<file path="config.mk">
export PLATFORM = sky130hd
export DESIGN_NAME = srtc_ctrl
export DESIGN_NICKNAME = d
export VERILOG_FILES = /design/src/design/srtc_pkg.sv /design/src/design/srtc_ctrl.sv
export SDC_FILE = /design/constraint.sdc
export NUM_CORES = 1
export LEC_CHECK = 0
export ABC_AREA = 0
export BUFFER_PORTS_ARGS = -buffer_cell sky130_fd_sc_hd__buf_2
export CAP_MARGIN = 10
export CORE_AREA = 4 4 41 43
export CTS_BUF_LIST = sky130_fd_sc_hd__clkbuf_16
export DETAILED_ROUTE_END_ITERATION = 12
export DIE_AREA = 0 0 45 47
export MAX_ROUTING_LAYER = met4
export PLACE_DENSITY = 0.56
export SLEW_MARGIN = 20
export SYNTH_ARGS = -nofsm -noshare
export SYNTH_HDL_FRONTEND = slang
export SYNTH_SLANG_ARGS = --single-unit
</file>
<file path="constraint.sdc">
create_clock -name clk -period 3.3 [get_ports clk]
set_clock_uncertainty 0.05 [all_clocks]
set_input_delay 0.165 -clock clk [delete_from_list [all_inputs] [get_ports clk]]
set_output_delay 0.165 -clock clk [all_outputs]
set_load 0.05 [all_outputs]
</file>
<file path="src/design/srtc_pkg.sv">
// Shared types, constants and helpers for the steering rate limit and turn cancel unit.
package srtc_pkg;

    // Axis word width; the axis is Q1.(AXIS_BITS-1) two's complement.
    localparam int AXIS_BITS      = 16;

    localparam int DT_BITS        = 20;
    localparam int ANGLE_BITS     = 18;
    localparam int RATE_BITS      = 28;
    localparam int IND_BITS       = 2;
    localparam int MWA_BITS       = 17;
    localparam int MRATE_BITS     = 24;

    localparam int CFG_INDEX_BITS = 3;
    localparam int CFG_DATA_BITS  = 24;

    // Rate divider geometry: 44-bit dividend, 20-bit divisor, 29 quotient bits.
    localparam int DIV_NUM_BITS   = 44;
    localparam int DIV_DEN_BITS   = 20;
    localparam int DIV_QUO_BITS   = 29;

    localparam int DELTA_BITS     = 25;
    localparam int DIFF_BITS      = ANGLE_BITS + 1;
    localparam int RNUM_BITS      = 38;

    localparam logic [DT_BITS-1:0]      DT_MIN_US = 20'd1000;
    localparam logic [DIV_DEN_BITS-1:0] US_PER_S  = 20'd1000000;

    // Register indexes of the configuration port.
    localparam logic [CFG_INDEX_BITS-1:0] CFG_RATE_LIMIT_ENABLE = 3'd0;
    localparam logic [CFG_INDEX_BITS-1:0] CFG_MAX_WHEEL_ANGLE   = 3'd1;
    localparam logic [CFG_INDEX_BITS-1:0] CFG_MAX_RATE          = 3'd2;
    localparam logic [CFG_INDEX_BITS-1:0] CFG_LATCH_ON_ANGLE    = 3'd3;
    localparam logic [CFG_INDEX_BITS-1:0] CFG_RELEASE_ANGLE     = 3'd4;
    localparam logic [CFG_INDEX_BITS-1:0] CFG_RETURN_RATE_MIN   = 3'd5;

    // Indicator codes.
    localparam logic [IND_BITS-1:0] IND_OFF    = 2'd0;
    localparam logic [IND_BITS-1:0] IND_LEFT   = 2'd1;
    localparam logic [IND_BITS-1:0] IND_RIGHT  = 2'd2;
    localparam logic [IND_BITS-1:0] IND_HAZARD = 2'd3;

    // Button bit positions in the button history.
    localparam int BTN_LEFT   = 0;
    localparam int BTN_RIGHT  = 1;
    localparam int BTN_HAZARD = 2;

    typedef struct packed {
        logic signed [AXIS_BITS-1:0] steer_axis;
        logic [DT_BITS-1:0]          elapsed_us;
        logic                        remote_active;
        logic                        left_button;
        logic                        right_button;
        logic                        hazard_button;
    } in_word_t;

    typedef struct packed {
        logic signed [ANGLE_BITS-1:0] wheel_angle;
        logic [RATE_BITS-1:0]         angle_rate;
        logic [IND_BITS-1:0]          indicator;
    } out_word_t;

    // Commands from the controller to the datapath.
    typedef struct packed {
        logic load_in;
        logic load_prod;
        logic div_start;
        logic load_delta;
        logic load_angle;
        logic load_diff;
        logic load_mul2;
        logic load_rate;
        logic commit;
    } ctrl_cmd_t;

    // Status from the datapath to the controller.
    typedef struct packed {
        logic remote;
        logic rate_limit;
        logic div_busy;
        logic div_done;
        logic out_busy;
    } dp_sts_t;

    // A left or right press turns its own state off, else selects it unless hazard is on.
    function automatic logic [IND_BITS-1:0] press_toggle(
        input logic [IND_BITS-1:0] ind,
        input logic [IND_BITS-1:0] val
    );
        logic [IND_BITS-1:0] res;
        if (ind == val)
        begin
            res = IND_OFF;
        end
        else if (ind != IND_HAZARD)
        begin
            res = val;
        end
        else
        begin
            res = ind;
        end
        return res;
    endfunction

endpackage

</file>
<file path="src/design/srtc_ctrl.sv">
// Controller state machine that sequences one input word through the datapath.
module srtc_ctrl
    import srtc_pkg::*;
(
    input  logic      clk,
    input  logic      rst_n,
    input  logic      in_valid,
    output logic      in_ready,
    output ctrl_cmd_t cmd,
    input  dp_sts_t   sts
);

    localparam logic [3:0] S_IDLE      = 4'd0;
    localparam logic [3:0] S_PROD      = 4'd1;
    localparam logic [3:0] S_DELTA     = 4'd2;
    localparam logic [3:0] S_CLAMP     = 4'd3;
    localparam logic [3:0] S_DIFF      = 4'd4;
    localparam logic [3:0] S_MUL2      = 4'd5;
    localparam logic [3:0] S_DIVR      = 4'd6;
    localparam logic [3:0] S_DIVR_WAIT = 4'd7;
    localparam logic [3:0] S_FINISH    = 4'd8;

    logic [3:0] state_reg;
    logic [3:0] state_next;

    always_ff @(posedge clk or negedge rst_n)
    begin
        if (!rst_n)
        begin
            state_reg <= S_IDLE;
        end
        else
        begin
            state_reg <= state_next;
        end
    end

    always_comb
    begin
        state_next = state_reg;
        cmd        = '0;
        in_ready   = 1'b0;
        case (state_reg)
            S_IDLE:
            begin
                in_ready = 1'b1;
                if (in_valid)
                begin
                    cmd.load_in = 1'b1;
                    state_next  = S_PROD;
                end
            end
            S_PROD:
            begin
                if (!sts.remote)
                begin
                    state_next = S_FINISH;
                end
                else
                begin
                    cmd.load_prod = 1'b1;
                    state_next    = sts.rate_limit ? S_DELTA : S_CLAMP;
                end
            end
            S_DELTA:
            begin
                cmd.load_delta = 1'b1;
                state_next     = S_CLAMP;
            end
            S_CLAMP:
            begin
                cmd.load_angle = 1'b1;
                state_next     = S_DIFF;
            end
            S_DIFF:
            begin
                cmd.load_diff = 1'b1;
                state_next    = S_MUL2;
            end
            S_MUL2:
            begin
                cmd.load_mul2 = 1'b1;
                state_next    = S_DIVR;
            end
            S_DIVR:
            begin
                cmd.div_start = 1'b1;
                state_next    = S_DIVR_WAIT;
            end
            S_DIVR_WAIT:
            begin
                if (sts.div_done)
                begin
                    cmd.load_rate = 1'b1;
                    state_next    = S_FINISH;
                end
            end
            S_FINISH:
            begin
                if (!sts.out_busy)
                begin
                    cmd.commit = 1'b1;
                    state_next = S_IDLE;
                end
            end
            default:
            begin
                state_next = S_IDLE;
            end
        endcase
    end

    // The divider is never restarted while it still works on a quotient.
    a_div_start_idle: assert property (@(posedge clk) disable iff (!rst_n)
        cmd.div_start |-> !sts.div_busy)
        else $error("divider started while busy");

    // A result word is never loaded over one that is still waiting.
    a_commit_free: assert property (@(posedge clk) disable iff (!rst_n)
        cmd.commit |-> !sts.out_busy)
        else $error("result committed over a waiting word");

    // One word at a time: after an accept the input side closes.
    a_one_word: assert property (@(posedge clk) disable iff (!rst_n)
        (in_valid && in_ready) |=> !in_ready)
        else $error("input accepted twice in a row");

endmodule

</file>
==> results.json, run 1 <==
{
  "status": "complete, no violations",
  "cts_resized": 0,
  "synth_top_area_cell": "dfrtp_1",
  "cts_max_path_buffers": 2,
  "crit_arrival_ps": 1520,
  "finalSetupViolCount": 0,
  "drv_cap": 0,
  "startpoint_type": "register",
  "layout_setup_ws_ps": 1565,
  "drt_wl_total_um": 802,
  "worstReg2RegEnd": "state_reg[0]",
  "vias": 347,
  "grt_usage": 0.09106,
  "layout.nets": 68,
  "port_buffers": 16,
  "finalHoldViolCount": 0,
  "cts_max_level": 1,
  "synth.area.top_cells": "dfrtp_1, buf_6, nor3_1",
  "mostFrequentLayoutCell": "buf_2",
  "drive_above_1_share": 0.4310,
  "rows": 13,
  "coreArea_um2": 1301,
  "r2r-start": "state_reg[1]",
  "cts-root-buf": "clkbuf_16",
  "hold_start": "sts[0]",
  "largest_reg_flops": 4,
  "ys_types": 25,
  "max_stage_delay_ps": 510,
  "synth_warnings": 0,
  "min_path_cells": 3,
  "crit_required_ps": 3080,
  "powerDensity_nw_per_um2": 1322,
  "maxSlewHeadroom": 0.7111,
  "pre_cts_slack_ps": 1767,
  "ant_nets": 0,
  "critPathKind": "reg -> out",
  "tightest_slew_ps": 433.3,
  "rsz0062_at_grt": "false",
  "clock_sink_count": 4,
  "grt_pass1_wl_um": 1269,
  "fin_crit_sh": 0.5257,
  "seq_area_frac_synth": 0.2768,
  "syn_to_final_growth_pct": 39.45,
  "min_to": "state_reg[3]",
  "reg2reg_slack_ps": 2050,
  "layout_min_cycle_time_ps": 1735,
  "max_freq_ghz": 0.5764,
  "crit_path_end_kind": "primary output",
  "place_congestion": 0.6941,
  "cp_cell_sequence": "nor3_1 -> and3b_1 -> buf_2",
  "initial_core_util": 0.2779,
  "clk_latency_ps": 220,
  "overflow": 0,
  "die_area_um2": 2115,
  "peakVddDrop_mv": 0.6129,
  "syn_nets": 50,
  "layout_common_cells": "buf_2, nor3_1, a21oi_1, dfrtp_1, clkbuf_16",
  "antennaDiodeCount": 0,
  "min_path_type": "in -> reg",
  "grt_max_degree": 15,
  "via_per_inst": 4.753,
  "r2r_cells": 3,
  "ys_ff_latch": 4,
  "syn-instance-count": 42,
  "slew_viol_final": 0,
  "die_w_um": 45,
  "first_pass_iters": 3,
  "grt_pass1_vias": 293,
  "synth_top_area_share": 0.2768,
  "cts_buffers": 3,
  "die_y_um": 47,
  "antenna_found_initial": 0,
  "cpMaxStageDelayCell": "dfrtp_1",
  "n_fill_cell": 143,
  "critical-path-top-delay-family": "simple AND/OR/NAND/NOR gates",
  "syn_area_um2": 361.6,
  "drtIter0Drc": 3,
  "cts_tree": "built",
  "crit_fanout": 14,
  "io_pins": 18,
  "clkTransAtPathRegs_ps": 30,
  "tns_ps": 0,
  "worst-path-buf-inv": 1,
  "avgSynthCellArea_um2": 8.609,
  "wire_per_inst_um": 10.99,
  "dp_hpwl_um": 552,
  "leakage_nw": 0.2554,
  "drc_errors": 0
}
## Yosys cell counts
library cell and count:
a21oi_1 4, and2_1 1, and3_1 2, and3b_1 1, and4_1 1, and4b_1 1, buf_4 1, buf_6 3
dfrtp_1 4, inv_1 2, nand2_1 1, nand2b_1 1, nand2b_4 1, nand3_1 2, nor2_1 2, nor2_2 1
nor2b_1 2, nor3_1 5, nor3_2 1, nor4_2 1, o21a_1 1, o21ai_0 1, o21ai_1 1, o21ai_2 1
o31ai_2 1
## final cells by class
class / count / area (um^2) / area share
multi-input cells: 32 / 212.7 / 0.4218
well taps: 15 / 18.77 / 0.03722
clock buffers: 3 / 75.07 / 0.1489
inverters: 2 / 7.507 / 0.01489
flip-flops and latches: 4 / 100.1 / 0.1985
repair buffers: 17 / 90.09 / 0.1787
## logic make-up (layout without fill, tap and decap cells)
kind of cell | count (synthesis) | in the layout | share of synthesized area
AND/OR/NAND/NOR | 23 | 23 | 0.4256
AO/OA/AOI/OAI | 9 | 9 | 0.1626
buffers and inverters | 6 | 22 | 0.1350
flip-flops | 4 | 4 | 0.2768
## metal layers
layer  global-route usage  vias to the layer above  part of all wire  routed length (um)
met3              0.06897                        0              0.10                  81
met4              0.01754                        0                 0                   0
li1                     -                      180                 -                   -
met1               0.1155                      155              0.48                 384
met5                    -                        -                 0                   0
met2               0.1130                       12              0.42                 336
## per-stage QoR
step / power (mW) / hold WS (ps) / utilization / instances / cell area, um^2
after global routing: 0.7066 / 199.9 / 0.3875 / 73 / 504.2
after detailed placement: 0.4814 / -76.69 / 0.3221 / 69 / 419.2
after CTS: 0.6751 / 168.7 / 0.3875 / 73 / 504.2
after floorplan: 0.4550 / -180.6 / - / 42 / 361.6
after global placement: 0.4820 / -76.61 / 0.3221 / 69 / 419.2
final: 0.6668 / 165.8 / 0.3875 / 73 / 504.2
## where the power goes
| group | total [mW] | internal, mW | switching, mW |
|---|---|---|---|
| sequential | 0.157 | 0.0740 | 0.0825 |
| combinational | 0.323 | 0.104 | 0.219 |
| clock | 0.187 | 0.155 | 0.0325 |
## tightest hold or removal path: stages
cell	delay (ps)
buf_2	80
nand3_1	80
o31ai_2	70
## what timing repair did
| action | 4_1_cts | 5_1_grt |
|---|---|---|
| hold buffers | 1 | 0 |
| hold endpoints to repair | 4 | 0 |
| buffers inserted | 0 | 0 |
## worst max path at each step
stage	cells after the start	slack, ps	end	start
global route	3	1460	cmd[0]	state_reg[1]
finish	3	1570	cmd[0]	state_reg[1]
CTS	3	1540	cmd[0]	state_reg[1]
floorplan	3	1060	cmd[8]	state_reg[0]
global placement	3	1770	cmd[0]	state_reg[1]
detailed placement	3	1770	cmd[0]	state_reg[1]
No activity file was read; power rests on OpenSTA's default activity.
==> run 2, diff against run 1 <==
--- a/config.mk
+++ b/config.mk
@@ -13,7 +13,7 @@
 export DETAILED_ROUTE_END_ITERATION = 12
 export DIE_AREA = 0 0 45 47
 export MAX_ROUTING_LAYER = met4
-export PLACE_DENSITY = 0.56
+export PLACE_DENSITY = 0.58
 export SLEW_MARGIN = 20
 export SYNTH_ARGS = -nofsm -noshare
 export SYNTH_HDL_FRONTEND = slang
==> constraint.sdc (replaced) <==
create_clock -name clk -period 1.4 [get_ports clk]
set_clock_uncertainty 0.05 [all_clocks]
set_input_delay 0.07 -clock clk [delete_from_list [all_inputs] [get_ports clk]]
set_output_delay 0.07 -clock clk [all_outputs]
set_load 0.05 [all_outputs]
==> run 2 against run 1 <==
Against the previous run: design area increased by 37%; clock-buffer cell count did not move; non-clock buffer count rose by 11; die area did not move; register-to-register slack got worse by 1900 ps; combinational power grew to 4.1 times the previous value; total power grew to 3.1 times the previous value; cell count rose by 15%.
==> results.json, run 2 (synthesis results as in run 1) <==
{
  "status": "complete, no violations",
  "powerDensity_nw_per_um2": 3005,
  "cts_buffers": 3,
  "clockPowerShare": 0.216,
  "first_pass_iters": 4,
  "syn_to_final_growth_pct": 91.35,
  "grt_usage": 0.1236,
  "drt_wl_total_um": 1053,
  "peakVddDrop_mv": 1.346,
  "wire_per_inst_um": 12.54,
  "drive_above_1_share": 0.6812,
  "coreArea_um2": 1301,
  "fin_crit_sh": 0.9914,
  "max_stage_delay_ps": 450,
  "vias": 403,
  "via_per_inst": 4.798,
  "power_frac_seq": 0.148,
  "power_mw": 2.079,
  "startpoint_type": "register",
  "worstReg2RegEnd": "state_reg[3]",
  "port_buffers": 16,
  "rsz0062_at_grt": "true",
  "crit_fanout": 6,
  "die_w_um": 45,
  "maxSlewHeadroom": 0.8356,
  "slew_viol_final": 0,
  "cpMaxStageDelayCell": "dfrtp_2",
  "grt_max_degree": 11,
  "wl_met2_um": 532,
  "wl_met1_um": 427,
  "grt_pass1_vias": 434,
  "clk_latency_ps": 220,
  "min_path_cells": 3,
  "drv_cap": 0,
  "wl_met3_um": 65,
  "combPwrFrac": 0.635,
  "cts_max_level": 1,
  "initial_core_util": 0.2779,
  "io_pins": 18,
  "finalSetupViolCount": 0,
  "clock_sink_count": 4,
  "r2r_cells": 5,
  "tightest_slew_ps": 248.3,
  "mostFrequentLayoutCell": "buf_4",
  "layout_common_cells": "buf_4, buf_2, nor3_2, buf_6",
  "largest_reg_flops": 4,
  "layout_min_cycle_time_ps": 1388,
  "p_int_mw": 1.135,
  "pre_cts_slack_ps": 56.82,
  "r2r-start": "state_reg[1]",
  "clkTransAtPathRegs_ps": 30,
  "cp-startpoint": "state_reg[0]",
  "grt_pass1_wl_um": 1725,
  "hold_ws_ps": 91.96,
  "die_y_um": 47,
  "cts-root-buf": "clkbuf_16",
  "min_to": "state_reg[3]",
  "layout_setup_ws_ps": 12.01,
  "critPathKind": "reg -> out",
  "min_path_type": "in -> reg",
  "overflow": 0,
  "netSwitchingFraction": 0.4542,
  "leakage_nw": 0.3227,
  "rows": 13,
  "die_area_um2": 2115,
  "worst-path-buf-inv": 1,
  "place_congestion": 0.7239,
  "critical-path-top-delay-family": "flip-flops",
  "reg2reg_slack_ps": 140,
  "drc_errors": 0,
  "power.switching_mw": 0.9444,
  "crit_arrival_ps": 1270,
  "finalHoldViolCount": 0,
  "highest_layer": "met4",
  "final_util": 0.5317,
  "antennaDiodeCount": 0,
  "cts_tree": "built",
  "crit_path_end_kind": "primary output",
  "antenna_found_initial": 0,
  "cts_max_path_buffers": 2,
  "cp_cell_sequence": "nor4_4 -> and2_1 -> buf_6",
  "crit_required_ps": 1280,
  "drtIter0Drc": 2,
  "max_freq_ghz": 0.7205,
  "hold_start": "sts[0]",
  "ant_nets": 0,
  "layout.nets": 79
}
[run 2: cell count changes in the layout (fill, tap and decap cells not counted), moves of 2 or more]
cell | previous run | this run
dfrtp_1 | 4 | 0
nor3_1 | 5 | 1
buf_2 | 16 | 7
nor3_2 | 1 | 5
buf_4 | 0 | 13
and3_1 | 2 | 0
buf_6 | 0 | 5
and3_4 | 0 | 2
dfrtp_2 | 0 | 4
[run 2: through the flow]
stage	setup TNS, ps	instance area, um^2	cells
floorplan	-1743	370.4	42
global placement	0	457.9	73
detailed placement	0	457.9	73
CTS	0	609.3	80
global route	-225.9	691.9	84
finish	0	691.9	84
[run 2: area by class of cell]
class / count / area (um^2)
flip-flops and latches: 4 / 105.1
clock buffers: 3 / 75.07
fillers: 134 / 609.3
well taps: 15 / 18.77
repair buffers: 28 / 221.5
multi-input cells: 32 / 264.0
inverters: 2 / 7.507
[run 2: worst reg2reg max path, delay by kind of cell (launching register included)]
kind / cells / cell delay [ps]
buffers and inverters: 2 / 300
flip-flops: 1 / 430
AND/OR/NAND/NOR: 1 / 80
AO/OA/AOI/OAI: 2 / 310
[run 2: how the worst max path moves through the flow]
stage | endpoint | slack [ps] | cells past startpoint
final | cmd[8] | 10 | 3
after global routing | cmd[8] | -90 | 3
after CTS | cmd[7] | 0.6 | 4
after detailed placement | cmd[0] | 60 | 3
after global placement | cmd[0] | 90 | 3
after floorplan | cmd[2] | -430 | 3
[run 2: power by group through the flow]
stage	Combinational, mW	Sequential, mW	Clock, mW
6_report	1.32	0.308	0.450
3_5_place_dp	0.945	0.307	0
4_1_cts	1.11	0.307	0.454
2_1_floorplan	0.881	0.224	0
3_3_place_gp	0.944	0.309	0
5_1_grt	1.41	0.326	0.465
[run 2: routing by layer]
| layer | vias to the layer above | GRT usage |
|---|---|---|
| met1 | 179 | 0.1239 |
| met4 | 0 | 0.08772 |
| met3 | 4 | 0.02299 |
| li1 | 202 | - |
| met2 | 18 | 0.2147 |
| met5 | - | - |
[run 2: timing repair]
action / CTS / global route
hold endpoints to repair: 4 / 0
gates resized for setup: 16 / 14
hold buffers: 1 / 0
setup endpoints to repair: 10 / 10
buffers inserted: 3 / 4
pin swaps: 0 / 0
